===== src/hw/rtl/cll_pkg.sv =====
// cll_pkg: shared types and constants of the c_like_lexer block
// lexer modes, token kinds, error codes, the step result struct
// no dependencies
`timescale 1ns / 1ps

package cll_pkg;

   typedef enum logic [4:0] {
      M_IDLE, M_IDENT, M_STR, M_STR_ESC, M_ZERO, M_DEC, M_HEX0, M_HEX,
      M_BIN0, M_BIN, M_OCT, M_CH_OPEN, M_CH_ESC, M_CH_CLOSE, M_OP2,
      M_SLASH, M_SKIPLINE, M_BLOCK, M_BLOCK_STAR
   } mode_type;

   localparam logic [5:0] K_END    = 6'd0;
   localparam logic [5:0] K_IDENT  = 6'd1;
   localparam logic [5:0] K_NUMBER = 6'd2;
   localparam logic [5:0] K_CHAR   = 6'd3;
   localparam logic [5:0] K_STRING = 6'd4;
   localparam logic [5:0] K_TEXT   = 6'd5;
   localparam logic [5:0] K_ERROR  = 6'd6;
   localparam logic [5:0] K_KW0    = 6'd7;
   localparam logic [5:0] K_SLASH  = 6'd27;

   localparam logic [3:0] E_NONE    = 4'd0;
   localparam logic [3:0] E_STRING  = 4'd1;
   localparam logic [3:0] E_HEX     = 4'd2;
   localparam logic [3:0] E_BIN     = 4'd3;
   localparam logic [3:0] E_CH_CUT  = 4'd4;
   localparam logic [3:0] E_CH_EMPT = 4'd5;
   localparam logic [3:0] E_CH_OPEN = 4'd6;
   localparam logic [3:0] E_UNKNOWN = 4'd7;
   localparam logic [3:0] E_BAR     = 4'd8;
   localparam logic [3:0] E_COMMENT = 4'd9;

   // one token without position
   typedef struct packed {
      logic [5:0]  kind;
      logic [31:0] value;
      logic [7:0]  text;
      logic [3:0]  err;
   } tok_type;

   // what one step produces
   typedef struct packed {
      logic    has0;
      tok_type tok0;
      logic    has1;
      tok_type tok1;
   } step_type;

   function automatic tok_type mk_tok(logic [5:0] kind, logic [31:0] value,
                                      logic [7:0] text, logic [3:0] err);
      tok_type t;
      t.kind = kind; t.value = value; t.text = text; t.err = err;
      return t;
   endfunction

   function automatic logic [5:0] single_op(logic [7:0] c);
      logic [5:0] k;
      case (c)
         "+": k = 6'd22;  "-": k = 6'd24;  "*": k = 6'd26;  "/": k = 6'd27;
         "%": k = 6'd28;  ">": k = 6'd29;  "<": k = 6'd31;  "=": k = 6'd33;
         "&": k = 6'd35;  "!": k = 6'd38;  ",": k = 6'd40;  ":": k = 6'd41;
         ";": k = 6'd42;  "(": k = 6'd43;  ")": k = 6'd44;  "[": k = 6'd45;
         "]": k = 6'd46;  "{": k = 6'd47;  "}": k = 6'd48;
         default: k = 6'd0;
      endcase
      return k;
   endfunction

   function automatic logic [5:0] double_op(logic [7:0] a, logic [7:0] b);
      logic [5:0] k;
      k = 6'd0;
      if (a == "+" && b == "+") k = 6'd23;
      if (a == "-" && b == "-") k = 6'd25;
      if (a == ">" && b == "=") k = 6'd30;
      if (a == "<" && b == "=") k = 6'd32;
      if (a == "=" && b == "=") k = 6'd34;
      if (a == "&" && b == "&") k = 6'd36;
      if (a == "|" && b == "|") k = 6'd37;
      if (a == "!" && b == "=") k = 6'd39;
      return k;
   endfunction

   function automatic logic is_alpha(logic [7:0] b);
      return (b >= "a" && b <= "z") || (b >= "A" && b <= "Z") || b == "_";
   endfunction

   function automatic logic is_digit(logic [7:0] b);
      return b >= "0" && b <= "9";
   endfunction

   // escape translation shared by strings and char literals
   function automatic logic [7:0] unescape(logic [7:0] b);
      logic [7:0] r;
      case (b)
         "n": r = 8'd10;
         "t": r = 8'd9;
         "0": r = 8'd0;
         default: r = b;
      endcase
      return r;
   endfunction

endpackage


===== src/hw/rtl/cll_kw_match.sv =====
// cll_kw_match: keyword lookup on the first identifier bytes
// depends on cll_pkg
`timescale 1ns / 1ps

module cll_kw_match
   import cll_pkg::*;
#(
   parameter int KEYWORD_MAX_LEN = 8,
   parameter int LEN_BITS = 5
) (
   input  logic [KEYWORD_MAX_LEN*8-1:0] kw_buf,
   input  logic [LEN_BITS-1:0]          kw_len,
   output logic [5:0]                   kind
);

   localparam int NKW = 15;
   localparam logic [8*8-1:0] KW_NAME [NKW] = '{
      64'h00000000_00746e69, 64'h00000000_72616863, 64'h00000000_64696f76,
      64'h00006e72_65747865, 64'h00000000_00006669, 64'h00000000_65736c65,
      64'h00006863_74697773, 64'h00000000_65736163, 64'h00746c75_61666564,
      64'h00000065_6c696877, 64'h00000000_00006f64, 64'h00000000_00726f66,
      64'h0000006b_61657262, 64'h65756e69_746e6f63, 64'h00006e72_75746572};
   localparam int KW_LEN [NKW] = '{3, 4, 4, 6, 2, 4, 6, 4, 7, 5, 2, 3, 5, 8, 6};

   // bytes past the length are zero in the buffer, so a full compare works
   always_comb begin
      logic [KEYWORD_MAX_LEN*8-1:0] nm;
      kind = K_IDENT;
      for (int k = NKW - 1; k >= 0; k--) begin
         nm = '0;
         nm[63:0] = KW_NAME[k];
         if (kw_len == LEN_BITS'(KW_LEN[k]) && kw_buf == nm)
            kind = K_KW0 + 6'(k);
      end
   end

endmodule


===== src/hw/rtl/cll_step.sv =====
// cll_step: mode register update and result decode for one input
// depends on cll_pkg and cll_kw_match
`timescale 1ns / 1ps

module cll_step
   import cll_pkg::*;
#(
   parameter int KEYWORD_MAX_LEN = 8,
   parameter int LEN_BITS = 5
) (
   input  logic                         clock,
   input  logic                         reset,
   input  logic                         advance,
   input  logic [7:0]                   src_byte,
   input  logic                         end_of_input,
   input  logic                         report_errors,
   output step_type                     step
);

   mode_type                     mode_ff, mode_in;
   logic [31:0]                  acc_ff, acc_in;
   logic [KEYWORD_MAX_LEN*8-1:0] kbuf_ff, kbuf_in;
   logic [LEN_BITS-1:0]          klen_ff, klen_in;
   logic [7:0]                   pend_ff, pend_in;
   logic [5:0]                   kw_kind;

   cll_kw_match #(.KEYWORD_MAX_LEN(KEYWORD_MAX_LEN), .LEN_BITS(LEN_BITS)) u_kw (
      .kw_buf(kbuf_ff), .kw_len(klen_ff), .kind(kw_kind));

   // mode decode: first part finishes the open token, second restarts
   always_comb begin
      logic       restart;
      logic       e0, e1;
      tok_type    t0, t1;
      logic [4:0] d;
      logic [7:0] b;
      b = src_byte;
      mode_in = mode_ff; acc_in = acc_ff; kbuf_in = kbuf_ff;
      klen_in = klen_ff; pend_in = pend_ff;
      e0 = 1'b0; e1 = 1'b0;
      t0 = mk_tok(K_END, 32'd0, 8'd0, E_NONE);
      t1 = t0;
      restart = 1'b0;
      d = 5'h1f;
      if (is_digit(b)) d = {1'b0, b[3:0]};
      else if ((b >= "a" && b <= "f") || (b >= "A" && b <= "F"))
         d = {1'b0, b[3:0] + 4'd9};
      if (end_of_input) begin
         case (mode_ff)
            M_IDENT: begin e0 = 1'b1; t0.kind = kw_kind; end
            M_STR, M_STR_ESC: begin e0 = report_errors; t0.kind = K_ERROR;
               t0.err = E_STRING; end
            M_ZERO, M_DEC, M_OCT, M_HEX, M_BIN: begin e0 = 1'b1;
               t0.kind = K_NUMBER; t0.value = acc_ff; end
            M_HEX0: begin e0 = report_errors; t0.kind = K_ERROR; t0.err = E_HEX; end
            M_BIN0: begin e0 = report_errors; t0.kind = K_ERROR; t0.err = E_BIN; end
            M_CH_OPEN, M_CH_ESC: begin e0 = report_errors; t0.kind = K_ERROR;
               t0.err = E_CH_CUT; end
            M_CH_CLOSE: begin e0 = report_errors; t0.kind = K_ERROR;
               t0.err = E_CH_OPEN; end
            M_OP2: begin
               if (pend_ff == "|") begin e0 = report_errors; t0.kind = K_ERROR;
                  t0.err = E_BAR; end
               else begin e0 = 1'b1; t0.kind = single_op(pend_ff); end
            end
            M_SLASH: begin e0 = 1'b1; t0.kind = K_SLASH; end
            M_BLOCK, M_BLOCK_STAR: begin e0 = report_errors; t0.kind = K_ERROR;
               t0.err = E_COMMENT; end
            default: ;
         endcase
         e1 = 1'b1;
         t1 = mk_tok(K_END, 32'd0, 8'd0, E_NONE);
         mode_in = M_IDLE; acc_in = '0; kbuf_in = '0; klen_in = '0; pend_in = '0;
      end else begin
         case (mode_ff)
            M_IDENT: begin
               if (is_alpha(b) || is_digit(b)) begin
                  for (int i = 0; i < KEYWORD_MAX_LEN; i++)
                     if (klen_ff == LEN_BITS'(i)) kbuf_in[i*8 +: 8] = b;
                  if (klen_ff <= LEN_BITS'(KEYWORD_MAX_LEN)) klen_in = klen_ff + 1'b1;
                  e0 = 1'b1; t0.kind = K_TEXT; t0.text = b;
               end else begin
                  e0 = 1'b1; t0.kind = kw_kind; restart = 1'b1;
               end
            end
            M_STR: begin
               if (b == "\"") begin e0 = 1'b1; t0.kind = K_STRING; mode_in = M_IDLE; end
               else if (b == "\\") mode_in = M_STR_ESC;
               else if (b == 8'd10) begin e0 = report_errors; t0.kind = K_ERROR;
                  t0.err = E_STRING; mode_in = M_IDLE; end
               else begin e0 = 1'b1; t0.kind = K_TEXT; t0.text = b; end
            end
            M_STR_ESC: begin
               mode_in = M_STR;
               if (b != 8'd10) begin e0 = 1'b1; t0.kind = K_TEXT; t0.text = unescape(b); end
            end
            M_ZERO: begin
               if (b == "x") mode_in = M_HEX0;
               else if (b == "b") mode_in = M_BIN0;
               else if (b >= "0" && b <= "7") begin
                  mode_in = M_OCT; acc_in = {29'd0, b[2:0]};
               end else begin
                  e0 = 1'b1; t0.kind = K_NUMBER; restart = 1'b1;
               end
            end
            M_DEC: begin
               if (is_digit(b)) acc_in = (acc_ff << 3) + (acc_ff << 1) + {28'd0, b[3:0]};
               else begin e0 = 1'b1; t0.kind = K_NUMBER; t0.value = acc_ff;
                  restart = 1'b1; end
            end
            M_OCT: begin
               if (b >= "0" && b <= "7") acc_in = {acc_ff[28:0], b[2:0]};
               else begin e0 = 1'b1; t0.kind = K_NUMBER; t0.value = acc_ff;
                  restart = 1'b1; end
            end
            M_HEX0, M_HEX: begin
               if (!d[4]) begin
                  acc_in = (mode_ff == M_HEX0) ? {28'd0, d[3:0]} : {acc_ff[27:0], d[3:0]};
                  mode_in = M_HEX;
               end else begin
                  restart = 1'b1;
                  if (mode_ff == M_HEX0) begin e0 = report_errors; t0.kind = K_ERROR;
                     t0.err = E_HEX; end
                  else begin e0 = 1'b1; t0.kind = K_NUMBER; t0.value = acc_ff; end
               end
            end
            M_BIN0, M_BIN: begin
               if (b == "0" || b == "1") begin
                  acc_in = (mode_ff == M_BIN0) ? {31'd0, b[0]} : {acc_ff[30:0], b[0]};
                  mode_in = M_BIN;
               end else begin
                  restart = 1'b1;
                  if (mode_ff == M_BIN0) begin e0 = report_errors; t0.kind = K_ERROR;
                     t0.err = E_BIN; end
                  else begin e0 = 1'b1; t0.kind = K_NUMBER; t0.value = acc_ff; end
               end
            end
            M_CH_OPEN: begin
               if (b == "\\") mode_in = M_CH_ESC;
               else if (b == 8'd10) begin e0 = report_errors; t0.kind = K_ERROR;
                  t0.err = E_CH_CUT; restart = 1'b1; end
               else if (b == "'") begin e0 = report_errors; t0.kind = K_ERROR;
                  t0.err = E_CH_EMPT; mode_in = M_IDLE; end
               else begin pend_in = b; mode_in = M_CH_CLOSE; end
            end
            M_CH_ESC: begin
               if (b == 8'd10) begin e0 = report_errors; t0.kind = K_ERROR;
                  t0.err = E_CH_CUT; restart = 1'b1; end
               else begin pend_in = unescape(b); mode_in = M_CH_CLOSE; end
            end
            M_CH_CLOSE: begin
               if (b == "'") begin e0 = 1'b1; t0.kind = K_CHAR;
                  t0.value = {24'd0, pend_ff}; mode_in = M_IDLE; end
               else begin e0 = report_errors; t0.kind = K_ERROR; t0.err = E_CH_OPEN;
                  restart = 1'b1; end
            end
            M_OP2: begin
               if (double_op(pend_ff, b) != 6'd0) begin
                  e0 = 1'b1; t0.kind = double_op(pend_ff, b); mode_in = M_IDLE;
               end else begin
                  restart = 1'b1;
                  if (pend_ff == "|") begin e0 = report_errors; t0.kind = K_ERROR;
                     t0.err = E_BAR; end
                  else begin e0 = 1'b1; t0.kind = single_op(pend_ff); end
               end
            end
            M_SLASH: begin
               if (b == "/") mode_in = M_SKIPLINE;
               else if (b == "*") mode_in = M_BLOCK;
               else begin e0 = 1'b1; t0.kind = K_SLASH; restart = 1'b1; end
            end
            M_SKIPLINE: if (b == 8'd10) mode_in = M_IDLE;
            M_BLOCK: if (b == "*") mode_in = M_BLOCK_STAR;
            M_BLOCK_STAR: begin
               if (b == "/") mode_in = M_IDLE;
               else if (b != "*") mode_in = M_BLOCK;
            end
            default: restart = 1'b1;
         endcase
         // start of a new token from idle
         if (restart) begin
            mode_in = M_IDLE;
            if (b == " " || b == 8'd9 || b == 8'd10) ;
            else if (is_alpha(b)) begin
               // fresh buffer so bytes past the length stay zero
               mode_in = M_IDENT; kbuf_in = '0; kbuf_in[7:0] = b; klen_in = LEN_BITS'(1);
               e1 = 1'b1; t1.kind = K_TEXT; t1.text = b;
            end else if (b == "\"") mode_in = M_STR;
            else if (b == "0") begin mode_in = M_ZERO; acc_in = '0; end
            else if (is_digit(b)) begin mode_in = M_DEC; acc_in = {28'd0, b[3:0]}; end
            else if (b == "'") mode_in = M_CH_OPEN;
            else if (b == "#") mode_in = M_SKIPLINE;
            else if (b == "/") mode_in = M_SLASH;
            else if (b == "+" || b == "-" || b == ">" || b == "<" || b == "=" ||
                     b == "&" || b == "|" || b == "!") begin
               mode_in = M_OP2; pend_in = b;
            end else if (single_op(b) != 6'd0) begin
               e1 = 1'b1; t1.kind = single_op(b);
            end else begin
               e1 = report_errors; t1.kind = K_ERROR; t1.err = E_UNKNOWN;
            end
         end
      end
      step.has0 = e0; step.tok0 = t0; step.has1 = e1; step.tok1 = t1;
   end

   // lexer state registers
   always_ff @(posedge clock) begin
      if (reset) begin
         mode_ff <= M_IDLE; acc_ff <= '0; kbuf_ff <= '0; klen_ff <= '0; pend_ff <= '0;
      end else if (advance) begin
         mode_ff <= mode_in; acc_ff <= acc_in; kbuf_ff <= kbuf_in;
         klen_ff <= klen_in; pend_ff <= pend_in;
      end
   end

   // the identifier length never runs past one beyond the buffer
   assert property (@(posedge clock) disable iff (reset)
      klen_ff <= LEN_BITS'(KEYWORD_MAX_LEN + 1))
      else $error("identifier length overflow");
   // an end mark always leaves the lexer idle
   assert property (@(posedge clock) disable iff (reset)
      advance && end_of_input |=> mode_ff == M_IDLE)
      else $error("end mark did not clear mode");
   // the end mark always yields the END token
   assert property (@(posedge clock) disable iff (reset)
      end_of_input |-> step.has1 && step.tok1.kind == K_END)
      else $error("missing end token");

endmodule


===== src/hw/rtl/c_like_lexer_top.sv =====
// c_like_lexer_top: streaming lexer, one source byte per request
// depends on cll_pkg and cll_step
//
//  channel  dir  signals                          payload
//  req      in   req_tvalid/tready/tdata          src_byte [7:0], end_of_input [8]
//  rsp      out  rsp_tvalid/tready/tdata/tlast    see tdata comment
//  csr      in   csr_valid/ready/data             report_errors
//
// a request is decoded combinationally; its results (up to two) land in a
// two-entry output queue. one result leaves per cycle while rsp_tready is
// high: one request per cycle while each gives at most one result, and a
// request giving two holds off the next. queue space sets request ready.
// reset (synchronous) returns the lexer to idle, line 1, column 0.
`timescale 1ns / 1ps

module c_like_lexer_top
   import cll_pkg::*;
#(
   parameter int KEYWORD_MAX_LEN = 8,
   parameter int LINE_BITS = 16,
   parameter int COLUMN_BITS = 12
) (
   input  logic        clock,
   input  logic        reset,
   input  logic        req_tvalid,
   output logic        req_tready,
   input  logic [15:0] req_tdata,   // src_byte[7:0], end_of_input[8], zeros
   output logic        rsp_tvalid,
   input  logic        rsp_tready,
   // token_kind[5:0], token_value[37:6], text_byte[45:38], error_code[49:46],
   // line_number, column_number above, zero filled
   output logic [((78 - 28 + LINE_BITS + COLUMN_BITS + 7) / 8) * 8 - 1:0] rsp_tdata,
   output logic        rsp_tlast,
   input  logic        csr_valid,
   output logic        csr_ready,
   input  logic        csr_data
);

   localparam int LEN_BITS = $clog2(KEYWORD_MAX_LEN + 2);
   localparam int PW = 50 + LINE_BITS + COLUMN_BITS;
   localparam int DW = ((PW + 7) / 8) * 8;
   localparam logic [LINE_BITS-1:0]   LINE_MAX = '1;
   localparam logic [COLUMN_BITS-1:0] COL_MAX = '1;

   logic                   rep_ff;
   logic [LINE_BITS-1:0]   line_ff, line_in;
   logic [COLUMN_BITS-1:0] col_ff, col_in;
   logic                   nl_ff;
   logic                   advance;
   step_type               step;
   logic [PW:0]            q_ff [2];
   logic [1:0]             cnt_ff;

   assign csr_ready = 1'b1;
   // accept when the queue is empty, or holds one entry that is popped at the same time
   assign req_tready = (cnt_ff == 2'd0) || (cnt_ff == 2'd1 && rsp_tready);
   assign advance = req_tvalid && req_tready;

   cll_step #(.KEYWORD_MAX_LEN(KEYWORD_MAX_LEN), .LEN_BITS(LEN_BITS)) u_step (
      .clock(clock), .reset(reset), .advance(advance),
      .src_byte(req_tdata[7:0]), .end_of_input(req_tdata[8]),
      .report_errors(rep_ff), .step(step));

   // position of this byte
   always_comb begin
      line_in = line_ff; col_in = col_ff;
      if (nl_ff) begin
         if (line_ff != LINE_MAX) line_in = line_ff + 1'b1;
         col_in = '0;
      end else if (!req_tdata[8] && req_tdata[7:0] != 8'd10) begin
         if (col_ff != COL_MAX) col_in = col_ff + 1'b1;
      end
   end

   // config and position registers
   always_ff @(posedge clock) begin
      if (reset) begin
         rep_ff <= 1'b0; line_ff <= LINE_BITS'(1); col_ff <= '0; nl_ff <= 1'b0;
      end else begin
         if (csr_valid) rep_ff <= csr_data;
         if (advance) begin
            if (req_tdata[8]) begin
               line_ff <= LINE_BITS'(1); col_ff <= '0; nl_ff <= 1'b0;
            end else begin
               line_ff <= line_in; col_ff <= col_in;
               nl_ff <= req_tdata[7:0] == 8'd10;
            end
         end
      end
   end

   // output queue, entry 0 at the head
   always_ff @(posedge clock) begin
      logic             pop;
      logic [1:0]       c;
      logic [PW:0]      r0, r1;
      pop = rsp_tvalid && rsp_tready;
      r0 = {!step.has1, col_in, line_in, step.tok0.err, step.tok0.text,
            step.tok0.value, step.tok0.kind};
      r1 = {1'b1, col_in, line_in, step.tok1.err, step.tok1.text,
            step.tok1.value, step.tok1.kind};
      if (reset) cnt_ff <= 2'd0;
      else begin
         c = cnt_ff;
         if (pop) begin q_ff[0] <= q_ff[1]; c = c - 2'd1; end
         if (advance) begin
            if (step.has0 && step.has1) begin
               q_ff[c[0]] <= r0; q_ff[1] <= r1; c = c + 2'd2;
            end else if (step.has0) begin
               q_ff[c[0]] <= r0; c = c + 2'd1;
            end else if (step.has1) begin
               q_ff[c[0]] <= r1; c = c + 2'd1;
            end
         end
         cnt_ff <= c;
      end
   end

   assign rsp_tvalid = cnt_ff != 2'd0;
   assign rsp_tdata = DW'(q_ff[0][PW-1:0]);
   assign rsp_tlast = q_ff[0][PW];

   // queue never overfills
   assert property (@(posedge clock) disable iff (reset) cnt_ff <= 2'd2)
      else $error("queue overflow");
   // a request is only taken with room in the queue
   assert property (@(posedge clock) disable iff (reset)
      advance |-> cnt_ff == 2'd0 || rsp_tready)
      else $error("request taken without room");
   // a newline byte moves the next byte to column zero
   assert property (@(posedge clock) disable iff (reset)
      advance && !req_tdata[8] && req_tdata[7:0] == 8'd10 |=> nl_ff)
      else $error("newline not tracked");

endmodule

===== config.mk =====
export PLATFORM = sky130hd
export DESIGN_NAME = c_like_lexer_top
export DESIGN_NICKNAME = d
export VERILOG_FILES = /design/src/hw/rtl/cll_pkg.sv /design/src/hw/rtl/cll_kw_match.sv /design/src/hw/rtl/cll_step.sv /design/src/hw/rtl/c_like_lexer_top.sv
export SDC_FILE = /design/constraint.sdc
export NUM_CORES = 1
export LEC_CHECK = 0
export ABC_CLOCK_PERIOD_IN_PS = 8800
export BUFFER_PORTS_ARGS = -buffer_cell sky130_fd_sc_hd__buf_2
export CAP_MARGIN = 25
export CORE_UTILIZATION = 35
export CTS_CLUSTER_DIAMETER = 40
export DETAILED_ROUTE_END_ITERATION = 8
export SYNTH_ARGS = -nofsm -noshare
export SYNTH_HDL_FRONTEND = slang
export SYNTH_SLANG_ARGS = --single-unit

===== constraint.sdc =====
create_clock -name clock -period 8.8 [get_ports clock]
set_clock_uncertainty 0.2 [all_clocks]
set_input_delay 1.76 -clock clock [delete_from_list [all_inputs] [get_ports clock]]
set_output_delay 1.76 -clock clock [all_outputs]
set_load 0.02 [all_outputs]

==> results by group <==
Run status
  • Status: finished clean

STA
  • Post-route setup slack: 2.028 ns
  • Post-route setup TNS: 0 ns
  • Relative slew slack: 0.2659
  • FMAX: 147.7 MHz
  • Final Critical Period: 6.772 ns
  • Final Hold Fails: 0
  • RSZ-0062 raised after global routing: no
  • Final setup fails: 0
  • Crit share post-route: 0.7696
  • Slew @ Worst Pin: 1.087 ns
  • Final slew viol count: 0

CTS
  • Post-CTS setup repair buffer count: 0
  • Root Driver: clkbuf_16
  • Bufs on Longest Clock Path: 3
  • Skew-Pair Late Insertion Delay: 0.58 ns
  • Worst-path clk slew: 0.06 ns
  • Post-CTS Resized: 0
  • Hold buffers post-CTS: 0
  • Clock sinks: 303
  • CTS buffer count: 49
  • H-Tree Depth: 2
  • CTS tree: yes

GRT
  • Gr ovfl total: 0
  • Antenna violations before repair: 5
  • GRT Util Overall: 0.2286
  • First-pass GRT wire length: 104.3 mm
  • Largest net degree at the start of global routing: 105
  • Vias in the first global route: 17560

Final layout
  • Finished Layout Cells: 3126
  • Layout cells sized above 1: 0.1312
  • Commonest non-fill, non-tap cells in the layout: nand2_1, nor2_1, edfxtp_1
  • Ant. Diodes: 0
  • Filler instances: 5588
  • Final core occ: 0.4057
  • Fin nets: 2427
  • Area Overhead vs Synth: 14.20%
  • Commonest non-fill, non-tap cell in the layout: nand2_1

Synth
  • Largest family of logic cells by synthesized area: compound AO/OA/AOI/OAI gates
  • Sequential-to-total area share from yosys stat: 0.3810
  • Compound-Gate Fraction of Synth Area: 0.2469
  • Yosys reg bits: 303
  • Main synth FF type: edfxtp_1
  • Simple-Gate Fraction of Synth Area: 0.2362
  • Mean post-synth cell area: 8.689 µm²
  • Post-synth ARST share: 0
  • Yosys synthesis warning count: 0
  • Proportion of synthesized area in mux cells: 0.02681
  • Post-synth EDFFs: 158
  • Xor and xnor area share after synthesis: 0.01789
  • Distinct cells, synth: 104
  • Post-Syn Area: 20070 µm²
  • Post-Synthesis Cells: 2310
  • Post-Synth Adder-Cell Area: 0.04626

Worst hold path
  • Hold crit path type: reg2reg
  • Hold EP: u_step.kbuf_ff[55]
  • Hold path startpoint: u_step.kbuf_ff[55]
  • Min-Delay Path Depth: 1

Placed design
  • Routability congestion estimate: 0.9901
  • Number of cells in the design after placement: 3034
  • Setup slack at placement: 1.458 ns
  • PortBufs: 95
  • Hpwl dp: 48.16 mm

Power and ir drop
  • Internal: 3.226 mW
  • Clock power frac: 0.428
  • VDD IR max: 0.0001951 V
  • Tot Pwr: 4.688 mW
  • Static Leak: 8.229 nW
  • Cell Pwr Density: 204.5 nW/µm²
  • Combinational fraction of design power: 0.206
  • Psw: 1.462 mW
  • Switching part of the total power: 0.3119
  • Sequential power share: 0.366

Worst setup path
  • R2r endpoint: q_ff[1][9]
  • Crit path capture type: flop
  • Reg2reg path depth: 11
  • R2R Setup Slk: 3.43 ns
  • Critical path launch point type: input port
  • Maximum fanout along the worst path: 31
  • Worst Path Required: 8.81 ns
  • Crit path DAT: 6.78 ns
  • RR Startpoint: u_step.mode_ff[2]
  • Worst setup path category: in2reg

Drt
  • Post-route DRC: 0
  • Drt total wl: 67.91 mm
  • Routed via count: 19020
  • Vias per inst: 6.083
  • Avg WL per Cell: 21.72 µm
  • Iteration count of the initial detailed-routing pass: 7
  • Antenna-violating nets left: 0
  • Starting DRT DRC Count: 2291

Floorplan
  • Core area: 56500 µm²
  • Die Area: 58310 µm²
  • Initial Util: 0.3553
  • Num rows: 87
  • IO Pins: 106
  • Die Span X: 241.5 µm
  • Die height: 241.5 µm

Job
  • Number of max-cap violations: 0
==> power by group through the flow <==
stage,sequential (mW),combinational (mW),clock (mW)
after floorplan,1.90,0.517,0
final,1.72,0.964,2.01
after global placement,1.75,0.933,0
after global routing,1.73,1.04,2.10
after detailed placement,1.75,0.948,0
after CTS,1.72,0.951,2.04
==> per-layer routing <==
metal,GRT usage,vias to the layer above,part of all wire
met5,0,-,0.00066
met4,0.07326,8,0.029
met3,0.03874,133,0.073
met2,0.3501,810,0.44
met1,0.3250,9183,0.46
li1,-,8882,-
==> cells by family (layout without fill, tap and decap cells) <==
group           count (synthesis)  count (layout)
mux                            50              50
buf+inv                       212             271
compound gates                714             714
fa+ha+maj                      73              73
flops                         303             303
other cells                     2               3
simple gates                  915             915
xor+xnor                       41              41
==> per-stage QoR <==
step,hold slack (ns),cell area (µm²)
6_report,0.2642,22920
2_1_floorplan,0.2302,20070
5_1_grt,0.2845,22920
3_3_place_gp,0.2469,21140
3_5_place_dp,0.2494,21160
4_1_cts,0.2678,22880
==> sequential cells by signal, summed over array words and instances (netlist names) <==
register	flops
u_step.pend_ff	8
u_step.klen_ff	4
u_step.kbuf_ff	64
rep_ff	1
u_step.mode_ff	5
u_step.acc_ff	32
cnt_ff	2
line_ff	16
q_ff	158
col_ff	12
nl_ff	1
==> critical path: stages <==
cell	delay [ns]
buf_2	0.45
inv_1	0.18
ha_1	0.35
buf_4	0.21
mux2_2	0.26
a311oi_1	0.87
a21oi_1	0.07
and4_1	0.30
nor3b_2	0.16
buf_4	0.21
o31ai_4	0.56
a22oi_1	0.28
nor2_4	0.55
buf_4	0.49
==> how the worst max path moves through the flow <==
stage | to | slack (ns) | depth (start not counted) | from
2_1_floorplan | q_ff[0][0] | 0.20 | 3 | reset
4_1_cts | q_ff[0][14] | 2.02 | 15 | req_tdata[0]
5_1_grt | q_ff[1][15] | 1.83 | 14 | req_tdata[0]
3_5_place_dp | q_ff[0][16] | 1.46 | 15 | req_tdata[0]
6_report | q_ff[1][9] | 2.03 | 14 | req_tdata[0]
3_3_place_gp | q_ff[0][12] | 1.54 | 15 | req_tdata[0]
==> layout make-up <==
type,instances,area (µm²),share of cell area
inverter,44,165.2,0.007206
sequential,303,7647,0.3336
timing repair buffer,138,830.8,0.03625
tap,756,945.9,0.04127
clock buffer,60,1330,0.05803
clock inverter,29,395.4,0.01725
multi-input combinational,1796,11610,0.5064
==> synthesized netlist by cell type, drive strengths merged, types with 14 or more instances <==
master	n	share of area
nand2	261	0.049
nand3	92	0.024
a21o	14	0.0052
o21ai	153	0.038
o22ai	15	0.0047
dfxtp	145	0.14
nand3b	15	0.0056
nand2b	26	0.0081
and2	22	0.0069
mux2	30	0.017
nor3	42	0.011
nor4	34	0.012
inv	44	0.0082
nor2	208	0.040
edfxtp	158	0.24
o211ai	19	0.0074
o2bb2ai	51	0.022
buf	47	0.014
clkbuf	121	0.023
mux2i	20	0.010
xnor2	25	0.011
ha	71	0.044
a21oi	152	0.038
o31ai	23	0.0093
a31oi	28	0.010
and3	47	0.015
a222oi	14	0.0070
a22oi	58	0.022
nor2b	24	0.0075
xor2	16	0.0070
nand4	36	0.011
(Power assumes the default switching activity.)
